==> src/rtl/core/kdhc_pkg.sv <==
`default_nettype none

package kdhc_pkg;

  localparam int TIME_BITS_DEFAULT = 32;

  localparam int NUM_BTN     = 3;
  localparam int BTN_UP_IX   = 0;
  localparam int BTN_DOWN_IX = 1;
  localparam int BTN_SEL_IX  = 2;

  localparam int NOW_BITS    = 32;
  localparam int PIN_BITS    = 3;
  localparam int CFG_BITS    = 16;
  localparam int CFG_IX_BITS = 2;
  localparam int KEY_BITS    = 8;
  localparam int REVEAL_BITS = 2;

  localparam int IN_TDATA_BITS  = 40;
  localparam int OUT_TDATA_BITS = 16;

  localparam logic [CFG_IX_BITS-1:0] REG_DEBOUNCE = 2'd0;
  localparam logic [CFG_IX_BITS-1:0] REG_HOLD     = 2'd1;
  localparam logic [CFG_IX_BITS-1:0] REG_CHORD    = 2'd2;

  localparam logic [CFG_BITS-1:0] DEBOUNCE_RESET = 16'd50;
  localparam logic [CFG_BITS-1:0] HOLD_RESET     = 16'd600;
  localparam logic [CFG_BITS-1:0] CHORD_RESET    = 16'd2000;

  localparam logic [KEY_BITS-1:0] KEY_NONE = 8'd0;
  localparam logic [KEY_BITS-1:0] KEY_UP   = 8'd65;
  localparam logic [KEY_BITS-1:0] KEY_DOWN = 8'd66;
  localparam logic [KEY_BITS-1:0] KEY_SEL  = 8'd68;

  localparam logic [REVEAL_BITS-1:0] REVEAL_NONE = 2'd0;
  localparam logic [REVEAL_BITS-1:0] REVEAL_ON   = 2'd1;
  localparam logic [REVEAL_BITS-1:0] REVEAL_OFF  = 2'd2;

  function automatic logic [KEY_BITS-1:0] key_code(input int ix);
    case (ix)
      BTN_UP_IX:   key_code = KEY_UP;
      BTN_DOWN_IX: key_code = KEY_DOWN;
      BTN_SEL_IX:  key_code = KEY_SEL;
      default:     key_code = KEY_NONE;
    endcase
  endfunction

endpackage

`default_nettype wire

==> src/rtl/core/keypad_debounce_hold_chord_core.sv <==
// A scan is registered in the input stage, then its result in the output stage.
// Throughput: one scan per cycle unless m_tready stalls; button state updates
// in the compute stage, so each scan sees the state left by the one before it.
// Reset (rst, synchronous, active high) clears all button and chord state,
// empties both stages and returns the thresholds to 50, 600 and 2000 ms.
`default_nettype none

module keypad_debounce_hold_chord_core
  import kdhc_pkg::*;
#(
  parameter int TIME_BITS = TIME_BITS_DEFAULT
) (
  input  wire logic                      clk,
  input  wire logic                      rst,
  // Fields from bit 0: now_ms[31:0], pin_levels[34:32], zero fill [39:35].
  input  wire logic [IN_TDATA_BITS-1:0]  s_tdata,
  input  wire logic                      s_tvalid,
  output logic                           s_tready,
  // Fields from bit 0: key_char[7:0], reveal_event[9:8], reboot_confirm[10],
  // zero fill [15:11].
  output logic [OUT_TDATA_BITS-1:0]      m_tdata,
  output logic                           m_tvalid,
  input  wire logic                      m_tready,
  input  wire logic                      cfg_valid,
  output logic                           cfg_ready,
  input  wire logic [CFG_IX_BITS-1:0]    cfg_index,
  input  wire logic [CFG_BITS-1:0]       cfg_data
);

  logic [CFG_BITS-1:0] debounce_time, hold_ms, chord_time;

  logic                 s1_valid;
  logic [NOW_BITS-1:0]  s1_now;
  logic [PIN_BITS-1:0]  s1_pins;

  logic [NUM_BTN-1:0]   raw_level, stable_level, hold_done;
  logic [TIME_BITS-1:0] change_stamp [NUM_BTN];
  logic [TIME_BITS-1:0] press_stamp  [NUM_BTN];
  logic [TIME_BITS-1:0] chord_start;
  logic                 chord_armed, chord_done;

  logic [NUM_BTN-1:0]   raw_level_next, stable_level_next, hold_done_next;
  logic [TIME_BITS-1:0] change_stamp_next [NUM_BTN];
  logic [TIME_BITS-1:0] press_stamp_next  [NUM_BTN];
  logic [TIME_BITS-1:0] chord_start_next;
  logic                 chord_armed_next, chord_done_next;

  logic [KEY_BITS-1:0]    key_char;
  logic [REVEAL_BITS-1:0] reveal_event;
  logic                   reboot_confirm;

  logic s2_adv, s_accept;

  assign cfg_ready = 1'b1;
  assign s2_adv    = !m_tvalid || m_tready;
  assign s_tready  = !s1_valid || s2_adv;
  assign s_accept  = s_tvalid && s_tready;

  always_ff @(posedge clk) begin
    if (rst) begin
      debounce_time <= DEBOUNCE_RESET;
      hold_ms       <= HOLD_RESET;
      chord_time    <= CHORD_RESET;
    end else if (cfg_valid && cfg_ready) begin
      case (cfg_index)
        REG_DEBOUNCE: debounce_time <= cfg_data;
        REG_HOLD:     hold_ms       <= cfg_data;
        REG_CHORD:    chord_time    <= cfg_data;
        default: ;
      endcase
    end
  end

  always_comb begin
    logic [TIME_BITS-1:0] now;
    logic                 pressed;
    logic                 stop;
    now = TIME_BITS'(s1_now);
    stop = 1'b0;
    raw_level_next    = raw_level;
    stable_level_next = stable_level;
    hold_done_next    = hold_done;
    change_stamp_next = change_stamp;
    press_stamp_next  = press_stamp;
    chord_start_next  = chord_start;
    chord_armed_next  = chord_armed;
    chord_done_next   = chord_done;
    key_char       = KEY_NONE;
    reveal_event   = REVEAL_NONE;
    reboot_confirm = 1'b0;

    // A press edge ends the scan: later buttons and the chord are left as they are.
    for (int i = 0; i < NUM_BTN; i++) begin
      pressed = !s1_pins[i];
      if (!stop) begin
        if (pressed != raw_level[i]) begin
          raw_level_next[i]    = pressed;
          change_stamp_next[i] = now;
        end
        if ((now - change_stamp_next[i]) >= TIME_BITS'(debounce_time)) begin
          if (pressed != stable_level[i]) begin
            stable_level_next[i] = pressed;
            if (pressed) begin
              press_stamp_next[i] = now;
              hold_done_next[i]   = 1'b0;
              key_char            = key_code(i);
              stop                = 1'b1;
            end else begin
              if (hold_done[i]) begin
                reveal_event = REVEAL_OFF;
              end
              hold_done_next[i] = 1'b0;
            end
          end
          if (!stop && i == BTN_DOWN_IX && stable_level_next[i] && !hold_done_next[i] &&
              (now - press_stamp_next[i]) >= TIME_BITS'(hold_ms)) begin
            hold_done_next[i] = 1'b1;
            reveal_event      = REVEAL_ON;
          end
        end
      end
    end

    if (!stop) begin
      if (stable_level_next[BTN_DOWN_IX] && stable_level_next[BTN_SEL_IX]) begin
        if (!chord_armed) begin
          chord_start_next = now;
          chord_armed_next = 1'b1;
        end
        if (!chord_done && (now - chord_start_next) >= TIME_BITS'(chord_time)) begin
          chord_done_next = 1'b1;
          reboot_confirm  = 1'b1;
        end
      end else begin
        chord_armed_next = 1'b0;
        chord_start_next = '0;
        chord_done_next  = 1'b0;
      end
    end
  end

  always_ff @(posedge clk) begin
    if (rst) begin
      s1_valid     <= 1'b0;
      m_tvalid     <= 1'b0;
      raw_level    <= '0;
      stable_level <= '0;
      hold_done    <= '0;
      for (int i = 0; i < NUM_BTN; i++) begin
        change_stamp[i] <= '0;
        press_stamp[i]  <= '0;
      end
      chord_start  <= '0;
      chord_armed  <= 1'b0;
      chord_done   <= 1'b0;
    end else begin
      if (s_accept) begin
        s1_valid <= 1'b1;
      end else if (s2_adv) begin
        s1_valid <= 1'b0;
      end
      if (s1_valid && s2_adv) begin
        m_tvalid     <= 1'b1;
        raw_level    <= raw_level_next;
        stable_level <= stable_level_next;
        hold_done    <= hold_done_next;
        change_stamp <= change_stamp_next;
        press_stamp  <= press_stamp_next;
        chord_start  <= chord_start_next;
        chord_armed  <= chord_armed_next;
        chord_done   <= chord_done_next;
      end else if (m_tready) begin
        m_tvalid <= 1'b0;
      end
    end
  end

  always_ff @(posedge clk) begin
    if (s_accept) begin
      s1_now  <= s_tdata[NOW_BITS-1:0];
      s1_pins <= s_tdata[NOW_BITS +: PIN_BITS];
    end
    if (s1_valid && s2_adv) begin
      m_tdata <= {5'd0, reboot_confirm, reveal_event, key_char};
    end
  end

`ifndef NO_ASSERTIONS
  // An empty output stage always frees the input stage.
  a_ready_when_empty: assert property (@(posedge clk) disable iff (rst)
    !m_tvalid |-> s_tready)
    else $error("input not ready while output stage is empty");

  // A press edge ends the scan before the chord check can report.
  a_key_no_reboot: assert property (@(posedge clk) disable iff (rst)
    (m_tvalid && m_tdata[7:0] != KEY_NONE) |-> !m_tdata[10])
    else $error("key press and reboot confirm in one result");

  // Only the down button ever records a fired hold.
  a_hold_only_down: assert property (@(posedge clk) disable iff (rst)
    !hold_done[BTN_UP_IX] && !hold_done[BTN_SEL_IX])
    else $error("hold recorded on a button other than down");

  // A reboot confirm is only reported while the chord is armed and marked done.
  a_reboot_marks_done: assert property (@(posedge clk) disable iff (rst)
    (s1_valid && s2_adv && reboot_confirm) |=> (chord_done && chord_armed))
    else $error("reboot confirm without chord state update");
`endif

endmodule

`default_nettype wire

==> config.mk <==
export PLATFORM = sky130hd
export DESIGN_NAME = keypad_debounce_hold_chord_core
export DESIGN_NICKNAME = d
export VERILOG_FILES = /design/src/rtl/core/kdhc_pkg.sv /design/src/rtl/core/keypad_debounce_hold_chord_core.sv
export SDC_FILE = /design/constraint.sdc
export NUM_CORES = 1
export LEC_CHECK = 0
export ABC_CLOCK_PERIOD_IN_PS = 12600
export BUFFER_PORTS_ARGS = -buffer_cell sky130_fd_sc_hd__buf_2
export CAP_MARGIN = 10
export CORE_AREA = 2 2 184 186
export CTS_BUF_LIST = sky130_fd_sc_hd__clkbuf_8
export DETAILED_ROUTE_END_ITERATION = 16
export DIE_AREA = 0 0 186 188
export PLACE_DENSITY = 0.85
export SLEW_MARGIN = 20
export SYNTH_ARGS = -nofsm -noshare
export SYNTH_HDL_FRONTEND = slang
export SYNTH_SLANG_ARGS = --single-unit
export TNS_END_PERCENT = 30
==> constraint.sdc <==
create_clock -name clk -period 12.6 [get_ports clk]
set_input_delay 1.89 -clock clk [delete_from_list [all_inputs] [get_ports clk]]
set_output_delay 1.89 -clock clk [all_outputs]
set_load 0.02 [all_outputs]
==> impl_metrics.yaml, run 1 <==
outcome:
  outcome: "completed"
critical_path:
  cp_max_fo: 66
  r2r_slack_ps: 4020
  setup.worst_path.end_class: "flip-flop"
  cp.required_ps: 13110
  rr_endpoint: "press_stamp[55]"
  cp.arrival_ps: 9090
  r2r-start: "s1_pins[0]"
  crit_type: "flip-flop to flip-flop"
  r2r_cells: 23
  startpoint_type: "flip-flop"
drt:
  vias: 22530
  antenna_left: 0
  viasPerCell: 6.720
  drt-total-wl_um: 71680
  routedWlPerCell_um: 21.38
  dr.pass1.iters: 6
  drc: 0
  drt-initial-drc-count: 2104
timing:
  max_freq_mhz: 116.5
  fin_ws_ps: 4017
  setup_viol: 0
  tightest_slew_ps: 1102
  rsz0062_at_grt: "false"
  drv_slew: 0
  period_share: 0.6812
  relSlewSlack: 0.2651
  finalHoldViolCount: 0
  fin_tns_setup_ps: 0
  skew_ps: 52.87
  min_period_ps: 8583
clock_tree:
  cts_root_buffer: "clkbuf_8"
  htree_levels: 2
  cts_num_sinks: 261
  path_clk_slew_ps: 60
  clk_path_buf_depth: 3
  clock_latency_ps: 660
  cts_hold_repair.buffers: 0
  cts_resized: 0
  cts_setup_buffers: 0
  cts_tree: "yes"
  numCtsBuffers: 47
worst_hold_path:
  hp-class: "flip-flop to flip-flop"
  holdCritStartpoint: "hold_ms[14]"
  hold_depth: 2
  holdPathEnd: "hold_ms[14]"
logic_synthesis:
  synth_edf_count: 42
  synth-seq-area-share: 0.2480
  ys_ff_latch: 261
  ys_types: 96
  syn_inst: 2889
  avgSynthCellArea_um2: 7.878
  ys.flop_type: "dfxtp_1"
  synth_warnings: 0
  syn_area_mm2: 0.02276
  async_flop_share: 0
floorplan:
  dieArea_mm2: 0.03497
  coreArea_mm2: 0.03311
  rows: 67
  start_util: 0.6873
  die_w_um: 186
  pin_count: 82
  die_h_um: 188
final_layout:
  area.growth.synth_to_final_pct: 6.965
  final_cells: 3353
  nFillCells: 2507
  antenna_cells: 0
  fin_area_mm2: 0.02434
  drive_above_1_share: 0.07676
  nets: 3144
placed_design:
  dpl.cell_count: 3269
  place_congestion: 0.9478
  post_dp_cell_area_mm2: 0.02327
  port_buffers: 66
  dp_hpwl_um: 51380
  dp_worst_setup_slack_ps: 3849
flow_run:
  maxCapViolations: 0
pwr:
  powerDensity_mw_per_mm2: 120.6
  leakage_uw: 0.009567
  vdd_drop_max_v: 0.0001157
grt:
  grt_antenna_before_repair: 0
  grt_use_total: 0.4044
  grt_pass1_vias: 21240
  grt_max_degree: 120
  grt_first_pass_wirelength_um: 111600
  gr-total-overflow: 0
-- per-stage QoR --
| stage | hold WS, ps | util | power (µW) |
|---|---|---|---|
| after floorplan | 432.1 | - | 1745 |
| after global placement | 442.6 | 0.7028 | 1980 |
| after detailed placement | 447.8 | 0.7028 | 2011 |
| after CTS | 456.8 | 0.7343 | 2907 |
| after global routing | 474.6 | 0.7352 | 3084 |
| final | 453.9 | 0.7352 | 2936 |
-- cell usage in the layout, fill, tap and decap left out, types with 16 or more instances in the layout --
master / instances
nand4_1: 34
nor2_1: 236
nor2b_1: 42
clkbuf_8: 59
dfxtp_1: 218
inv_1: 133
o2bb2ai_1: 30
nor4_1: 17
a2111oi_0: 16
a211oi_1: 78
a21o_1: 72
nor3_1: 62
and3_1: 21
a31oi_1: 35
nand2b_1: 51
o21a_1: 25
a21oi_1: 256
mux2i_1: 159
edfxtp_1: 42
or3_1: 46
ha_1: 209
nand3_1: 60
buf_2: 65
o21ai_0: 131
xor2_1: 51
o31ai_1: 18
nand2_1: 297
a311oi_1: 36
xnor2_1: 72
o21bai_1: 19
buf_4: 31
-- layout make-up --
| class | count | area (µm²) | area share |
|---|---|---|---|
| Tap cell | 448 | 560.5 | 0.02303 |
| Clock inverter | 25 | 231.5 | 0.009508 |
| Clock buffer | 59 | 812.0 | 0.03336 |
| Inverter | 122 | 457.9 | 0.01881 |
| Sequential cell | 261 | 5647 | 0.2319 |
| Timing Repair Buffer | 98 | 580.6 | 0.02385 |
| Multi-Input combinational cell | 2340 | 16060 | 0.6595 |
-- where the power goes --
part	switching, µW	internal [µW]
combinational	688	428
sequential	37.6	882
clock	393	507
total	1120	1820
-- worst max-delay path: stages, from the launching register on --
cell and delay, ps:
edfxtp_1 520, xnor2_4 590, buf_4 470, mux2i_1 240, ha_1 330, a21oi_1 410
o31ai_1 140, a21oi_1 220, o311ai_1 290, xor2_1 230, ha_1 330, nand4_1 140
nor3_1 120, nor4b_1 310, o31ai_1 100, or4_1 540, a211oi_1 250, nand4b_1 200
or4_1 480, o31a_1 470, nor2_4 780, buf_4 670, a21oi_1 210, a311oi_1 390
-- layer usage --
layer,GRT usage,vias to the layer above,wire length (µm)
li1,-,10610,-
met1,0.5006,10580,27960
met2,0.6460,1057,32520
met3,0.06312,290,5868
met4,0.2723,0,5333
met5,0,-,0
-- synth_stat cells (8+ instances only) --
library cell / count / share of area
nand2_1: 299 / 0.049
a21oi_1: 256 / 0.056
nor2_1: 241 / 0.040
dfxtp_1: 219 / 0.19
ha_1: 209 / 0.11
mux2i_1: 159 / 0.070
o21ai_0: 131 / 0.029
clkbuf_1: 130 / 0.021
inv_1: 122 / 0.020
a211oi_1: 78 / 0.026
xnor2_1: 74 / 0.028
a21o_1: 72 / 0.024
nor3_1: 62 / 0.014
nand3_1: 60 / 0.013
xor2_1: 52 / 0.020
nand2b_1: 51 / 0.014
or3_1: 46 / 0.013
edfxtp_1: 42 / 0.055
nor2b_1: 42 / 0.012
a311oi_1: 36 / 0.014
a31oi_1: 35 / 0.0096
nand4_1: 34 / 0.0093
o2bb2ai_1: 30 / 0.012
o21a_1: 25 / 0.0082
and3_1: 21 / 0.0058
o21bai_1: 19 / 0.0063
o31ai_1: 18 / 0.0059
buf_2: 17 / 0.0037
nor4_1: 17 / 0.0047
a2111oi_0: 16 / 0.0062
buf_1: 15 / 0.0025
a211o_1: 13 / 0.0050
o22ai_1: 13 / 0.0036
and2_1: 12 / 0.0033
nand3b_1: 12 / 0.0040
o211ai_1: 12 / 0.0040
buf_4: 11 / 0.0036
maj3_1: 11 / 0.0048
o2111ai_1: 11 / 0.0042
and4_1: 9 / 0.0035
mux2_2: 9 / 0.0045
o221ai_1: 9 / 0.0035
or4_1: 9 / 0.0030
a41oi_1: 8 / 0.0031
-- kinds of logic after synthesis --
| group | Yosys count | synth area share |
|---|---|---|
| AOI/OAI and AO/OA | 861 | 0.2529 |
| adders and majority gates | 222 | 0.1215 |
| other | 2 | 0.0003300 |
| muxes | 168 | 0.07438 |
| xor gates and xnor gates | 129 | 0.05063 |
| DFF | 261 | 0.2480 |
| buffers and inverters | 296 | 0.05162 |
| and+or+nand+nor | 950 | 0.2006 |
-- flip-flops by register name (all words and copies together), names as in the netlist --
signal,cells
s1_pins,3
s1_valid,1
m_tdata,7
chord_time,16
hold_done,1
chord_done,1
raw_level,3
stable_level,3
m_tvalid,1
s1_now,32
hold_ms,16
debounce_time,16
press_stamp,32
change_stamp,96
chord_start,32
chord_armed,1
-- worst max-delay path by stage --
stage,start,to,slack (ps),cells after the start
global placement,s1_pins[0],change_stamp[1],3980,24
finish,s1_pins[0],press_stamp[55],4020,23
global route,s1_pins[0],change_stamp[3],3590,24
floorplan,s1_pins[0],chord_start[31],5450,28
CTS,s1_pins[0],change_stamp[3],3840,24
detailed placement,s1_pins[0],change_stamp[7],3850,24
Power figures use the tool's default switching activity.
==> run 2: changes to the inputs <==
--- a/config.mk
+++ b/config.mk
@@ -5,14 +5,15 @@
 export SDC_FILE = /design/constraint.sdc
 export NUM_CORES = 1
 export LEC_CHECK = 0
-export ABC_CLOCK_PERIOD_IN_PS = 12600
+export ABC_AREA = 1
+export ABC_CLOCK_PERIOD_IN_PS = 7800
 export BUFFER_PORTS_ARGS = -buffer_cell sky130_fd_sc_hd__buf_2
 export CAP_MARGIN = 10
-export CORE_AREA = 2 2 184 186
+export CORE_AREA = 2 2 202 204
 export CTS_BUF_LIST = sky130_fd_sc_hd__clkbuf_8
 export DETAILED_ROUTE_END_ITERATION = 16
-export DIE_AREA = 0 0 186 188
-export PLACE_DENSITY = 0.85
+export DIE_AREA = 0 0 204 206
+export PLACE_DENSITY = 0.76
 export SLEW_MARGIN = 20
 export SYNTH_ARGS = -nofsm -noshare
 export SYNTH_HDL_FRONTEND = slang
==> constraint.sdc (replaced) <==
create_clock -name clk -period 7.8 [get_ports clk]
set_input_delay 1.17 -clock clk [delete_from_list [all_inputs] [get_ports clk]]
set_output_delay 1.17 -clock clk [all_outputs]
set_load 0.02 [all_outputs]
==> run 2 against run 1 <==
- core utilization decreased by 11 points
- via count increased by 6.9%
- clock skew decreased by 31 ps
- critical path type unchanged
- largest power group unchanged
==> impl_metrics.yaml, run 2 <==
critical_path:
  r2r_slack_ps: 1600
  r2r_cells: 22
  crit_type: "flip-flop to flip-flop"
  critPathMaxStageDelay_ps: 690
  startpoint_type: "flip-flop"
  cpMostUsedCell: "nand2_1"
  path_buf_inv: 4
  r2r-start: "s1_pins[1]"
  rr_endpoint: "m_tdata[9]"
  path_delay_family: "compound AO/OA/AOI/OAI gates"
  cp.required_ps: 8200
  setup.worst_path.end_class: "flip-flop"
  cp_max_fo: 54
  cp.arrival_ps: 6600
  slowest_stage: "o21ai_0"
  crit_chain: "inv_2 > ha_1 > nor2_4 > buf_4 > o21ai_0 > ha_1 > nand2_1 > o21ai_0 > nand2_1 > nand2_1 > a21o_1 > xor2_1 > ha_1 > nand2_1 > inv_1 > o21ai_0 > nand2_1 > a211oi_1 > nand4_1 > nand2_1 > inv_1 > nor4b_1"
logic_synthesis:
  yosys-top-cells-area: "dfxtp_1, nand2_1, ha_1, inv_1, a21oi_1"
  synth_warnings: 0
  avgSynthCellArea_um2: 6.298
  synth_edf_count: 42
  ys_types: 50
  async_flop_share: 0
  yosysTopAreaCell: "dfxtp_1"
  ys_ff_latch: 261
  syn_inst: 3697
  syn_area_mm2: 0.02328
  synthTopCellsByCount: "nand2_1, inv_1, a21oi_1"
  yosysMostFrequentCell: "nand2_1"
  synth-seq-area-share: 0.2425
  ys.flop_type: "dfxtp_1"
  synth_top_area_frac: 0.1883
clock_tree:
  cts_hold_repair.buffers: 0
  cts_tree: "yes"
  clk_path_buf_depth: 3
  numCtsBuffers: 46
  clock_latency_ps: 590
  cts_resized: 0
  path_clk_slew_ps: 70
  htree_levels: 2
  cts_setup_buffers: 0
  cts_num_sinks: 261
  cts_root_buffer: "clkbuf_8"
placed_design:
  place_congestion: 1.044
  port_buffers: 66
  post_dp_cell_area_mm2: 0.02389
  dp_hpwl_um: 60040
floorplan:
  die_w_um: 204
  pin_count: 82
  rows: 74
  die_h_um: 206
  coreArea_mm2: 0.04018
  start_util: 0.5794
  dieArea_mm2: 0.04202
drt:
  antenna_left: 0
  viasPerCell: 5.613
  vias: 24090
  routedWlPerCell_um: 17.62
  drc: 0
  drt-initial-drc-count: 1732
  drt-total-wl_um: 75620
  dr.pass1.iters: 6
timing:
  max_freq_mhz: 161.2
  rsz0062_at_grt: "false"
  setup_viol: 0
  tightest_slew_ps: 877.6
  fin_tns_setup_ps: 0
  skew_ps: 21.90
  min_period_ps: 6205
  drv_slew: 0
  period_share: 0.7955
  whs_ps: 459.2
  finalHoldViolCount: 0
  relSlewSlack: 0.4135
worst_hold_path:
  holdPathEnd: "change_stamp[14]"
  hp-class: "flip-flop to flip-flop"
  holdCritStartpoint: "change_stamp[14]"
  hold_depth: 1
final_layout:
  nets: 3996
  final_common_cell: "nand2_1"
  final_cell_mix: "nand2_1, inv_1, a21oi_1"
  largest_reg_flops: 96
  fin_area_mm2: 0.02493
  drive_above_1_share: 0.05773
  regMostFlops: "change_stamp"
  area.growth.synth_to_final_pct: 7.089
pwr:
  vdd_drop_max_v: 0.0001674
  leakage_uw: 0.01224
  powerDensity_mw_per_mm2: 203.1
outcome:
  outcome: "completed"
grt:
  grt_pass1_vias: 22240
  grt_use_total: 0.3556
  grt_antenna_before_repair: 1
  grt_first_pass_wirelength_um: 116800
  grt_max_degree: 95
  gr-total-overflow: 0
flow_run:
  maxCapViolations: 0
[run 2: metrics by stage]
stage          setup WS, ps    util  total power, µW  instances
4_1_cts                1690  0.6203             5046       4291
2_1_floorplan          3369       -             3070       3705
5_1_grt                1247  0.6205             5411       4292
6_report               1595  0.6205             5064       4292
3_3_place_gp           1810  0.5944             3588       4206
3_5_place_dp           1750  0.5944             3612       4206
[run 2: worst register-to-register path, cell delays in order, from the launching register on]
cell and delay (ps):
edfxtp_1 540, inv_2 130, ha_1 380, nor2_4 340, buf_4 490, o21ai_0 230, ha_1 420, nand2_1 90
o21ai_0 690, nand2_1 100, nand2_1 150, a21o_1 210, xor2_1 290, ha_1 300, nand2_1 60, inv_1 30
o21ai_0 130, nand2_1 60, a211oi_1 670, nand4_1 250, nand2_1 140, inv_1 60, nor4b_1 250
[run 2: how the worst max path moves through the flow]
stage,endpoint,start,depth (start not counted),slack (ps)
floorplan,m_tdata[9],s1_pins[1],25,3370
global placement,m_tdata[9],s1_pins[1],22,1810
detailed placement,m_tdata[9],s1_pins[1],22,1750
CTS,m_tdata[9],s1_pins[1],22,1690
global route,chord_start[12],s1_pins[0],31,1250
finish,m_tdata[9],s1_pins[1],22,1600
[run 2: layout make-up]
class                           instances  area [µm²]
Tap cell                              532       665.6
Inverter                              578        2172
Antenna cell                            1       2.502
Multi-Input combinational cell       2752       14950
Fill cell                            4005       15250
Sequential cell                       261        5647
Timing Repair Buffer                   83       457.9
Clock buffer                           54       743.2
Clock inverter                         31       295.3
[run 2: cell families after synthesis]
logic type,Yosys count,share of synthesized area
adders and majority gates,211,0.1140
DFF,261,0.2425
and+or+nand+nor,1608,0.2908
buffers and inverters,692,0.1178
other,2,0.0003226
xor gates and xnor gates,101,0.03799
AOI/OAI and AO/OA,822,0.1965
[run 2: metal layers]
metal	track usage	part of all wire
met1	0.4242	0.40
met5	0	0
met4	0.1708	0.050
met2	0.6291	0.48
met3	0.04998	0.068
[run 2: power by group]
group          switching, µW  internal (µW)  leakage, µW  total (µW)
clock network            607            833     0.000568        1440
registers               72.8           1440      0.00220        1510
logic                   1400            712      0.00948        2110
total                   2080           2980       0.0122        5060
==> run 3: changes to the inputs <==
--- a/config.mk
+++ b/config.mk
@@ -6,7 +6,7 @@
 export NUM_CORES = 1
 export LEC_CHECK = 0
 export ABC_AREA = 1
-export ABC_CLOCK_PERIOD_IN_PS = 7800
+export ABC_CLOCK_PERIOD_IN_PS = 5200
 export BUFFER_PORTS_ARGS = -buffer_cell sky130_fd_sc_hd__buf_2
 export CAP_MARGIN = 10
 export CORE_AREA = 2 2 202 204
==> constraint.sdc (replaced) <==
create_clock -name clk -period 5.2 [get_ports clk]
set_input_delay 0.78 -clock clk [delete_from_list [all_inputs] [get_ports clk]]
set_output_delay 0.78 -clock clk [all_outputs]
set_load 0.02 [all_outputs]
==> run 3 against run 2 <==
- core utilization increased by 1.6 points
- clock-buffer cell count decreased by 4
- via count grew 2.1%
- critical path depth is 2 higher
- first-iteration DRC count is 1.0% lower
- sequential power grew 48%
- flip-flop and latch count is the same
- clock skew is 10 ps higher
- maximum frequency increased by 26%
- sequential share of layout area shrank 0.56 points
- wire length rose by 3.3%
- critical endpoint unchanged
- largest cell class unchanged
- highest routed layer unchanged
==> impl_metrics.yaml, run 3 (synthesized netlist as in run 2, its figures left out) <==
clock_tree:
  numCtsBuffers: 49
  path_clk_slew_ps: 60
  cts_num_sinks: 261
  cts_tree: "yes"
  htree_levels: 2
  clock_latency_ps: 640
  cts_root_buffer: "clkbuf_8"
  cts_hold_repair.buffers: 0
  clk_path_buf_depth: 3
floorplan:
  die_h_um: 206
  dieArea_mm2: 0.04202
  die_w_um: 204
  pin_count: 82
  coreArea_mm2: 0.04018
  start_util: 0.5794
  rows: 74
worst_hold_path:
  hp-class: "input port to flip-flop"
pwr:
  leakage_uw: 0.01263
  power_uw: 7632
  vdd_drop_max_v: 0.0002725
  powerDensity_mw_per_mm2: 298.5
final_layout:
  area.growth.synth_to_final_pct: 9.802
  nets: 4075
  largest_reg_flops: 96
  drive_above_1_share: 0.07686
  final_common_cell: "nand2_1"
  nFillCells: 3999
  regMostFlops: "change_stamp"
  final_cell_mix: "nand2_1, inv_1, a21oi_1"
critical_path:
  cp.required_ps: 5640
  slowest_stage: "edfxtp_1"
  critPathMaxStageDelay_ps: 460
  startpoint_type: "flip-flop"
  crit_type: "flip-flop to flip-flop"
  cp.arrival_ps: 5370
  setup.worst_path.end_class: "flip-flop"
  crit_chain: "inv_2 > ha_1 > nor2_2 > nand2_1 > o21ai_0 > ha_1 > a21oi_1 > o21ai_0 > a21oi_1 > o21ai_0 > nand2_1 > nand2_1 > a21o_1 > xor2_1 > ha_1 > nand2_1 > inv_1 > o21ai_0 > nand2_1 > a211oi_1 > nand4_1 > nand2_1 > inv_1 > nor4b_1"
  path_buf_inv: 3
  cpMostUsedCell: "nand2_1"
  path_delay_family: "compound AO/OA/AOI/OAI gates"
  cp_max_fo: 10
grt:
  grt_antenna_before_repair: 1
  grt_first_pass_wirelength_um: 119000
  gr-usage-met3: 0.04715
  grt_use_total: 0.3655
  grt_pass1_vias: 22730
  grt_util_met2: 0.6448
  grt-busiest-layer: "met2"
  gr-total-overflow: 0
  grt_max_degree: 71
  grtUsageMet1: 0.4382
timing:
  min_period_ps: 4930
  finalHoldViolCount: 0
  setup_viol: 0
  skew_ps: 31.99
  drv_slew: 0
  period_share: 0.9481
  fin_tns_setup_ps: 0
  relSlewSlack: 0.4097
  max_freq_mhz: 202.8
  rsz0062_at_grt: "true"
  tightest_slew_ps: 883.4
drt:
  dr.pass1.iters: 5
  routedWlPerCell_um: 17.87
  antenna_left: 0
  drt-initial-drc-count: 1714
  drc: 0
  viasPerCell: 5.628
  vias: 24600
  drt-total-wl_um: 78100
outcome:
  outcome: "completed"
placed_design:
  dp_hpwl_um: 63150
  place_congestion: 1.008
  port_buffers: 66
flow_run:
  maxCapViolations: 0
-- run 3: stage by stage --
stage | util | std cells | hold slack, ps | setup WS (ps) | instance area, µm²
after global routing | 0.6362 | 4371 | 296.5 | -24.26 | 25560
after detailed placement | 0.6098 | 4278 | 444.8 | 182.6 | 24500
final | 0.6362 | 4371 | 311.0 | 269.8 | 25560
after global placement | 0.6098 | 4278 | 441.2 | 244.5 | 24500
after floorplan | - | 3705 | 424.5 | 769.2 | 23310
after CTS | 0.6343 | 4366 | 280.1 | 123.8 | 25490
-- run 3: timing repair --
action                                 CTS  global route
setup endpoints to repair                0           107
gates resized for setup                  0            23
buffers inserted                         0             3
endpoints found under the hold margin    0             0
-- run 3: power by group --
part           internal [µW]  leakage (µW)  total, µW  switching (µW)
clock                   1140      0.000564       2080             936
sequential              2160       0.00220       2230            67.6
combinational           1150       0.00987       3320            2170
-- run 3: final cells by class --
class | count | area, µm² | share of cell area
antenna | 1 | 2.502 | 0.00009789
clock buffer | 50 | 688.2 | 0.02692
clock inverter | 38 | 297.8 | 0.01165
inverter | 578 | 2175 | 0.08506
multi-input combinational | 2753 | 14990 | 0.5862
sequential | 261 | 5647 | 0.2209
tap | 532 | 665.6 | 0.02604
timing repair buffer | 158 | 1104 | 0.04317
-- run 3: worst register-to-register path, stage by stage (launching register included) --
cell,delay (ps)
edfxtp_1,460
inv_2,120
ha_1,420
nor2_2,380
nand2_1,80
o21ai_0,130
ha_1,330
a21oi_1,210
o21ai_0,150
a21oi_1,220
o21ai_0,140
nand2_1,90
nand2_1,100
a21o_1,240
xor2_1,160
ha_1,290
nand2_1,60
inv_1,30
o21ai_0,130
nand2_1,80
a211oi_1,320
nand4_1,160
nand2_1,110
inv_1,60
nor4b_1,260
-- run 3: path summary, 6_finish.rpt --
path	start	to	depth (start not counted)	slack (ps)
setup reg to reg	s1_pins[1]	m_tdata[9]	24	270
hold reg to reg	press_stamp[32]	press_stamp[32]	2	450
hold / removal	s_tdata[14]	s1_now[14]	1	310
setup / recovery	s1_pins[1]	m_tdata[9]	24	270
-- run 3: per-layer routing --
| layer | routed length (µm) | vias to the layer above |
|---|---|---|
| met1 | 32090 | 11210 |
| met3 | 4997 | 204 |
| li1 | - | 12350 |
| met5 | 0 | - |
| met2 | 37130 | 829 |
| met4 | 3871 | 0 |
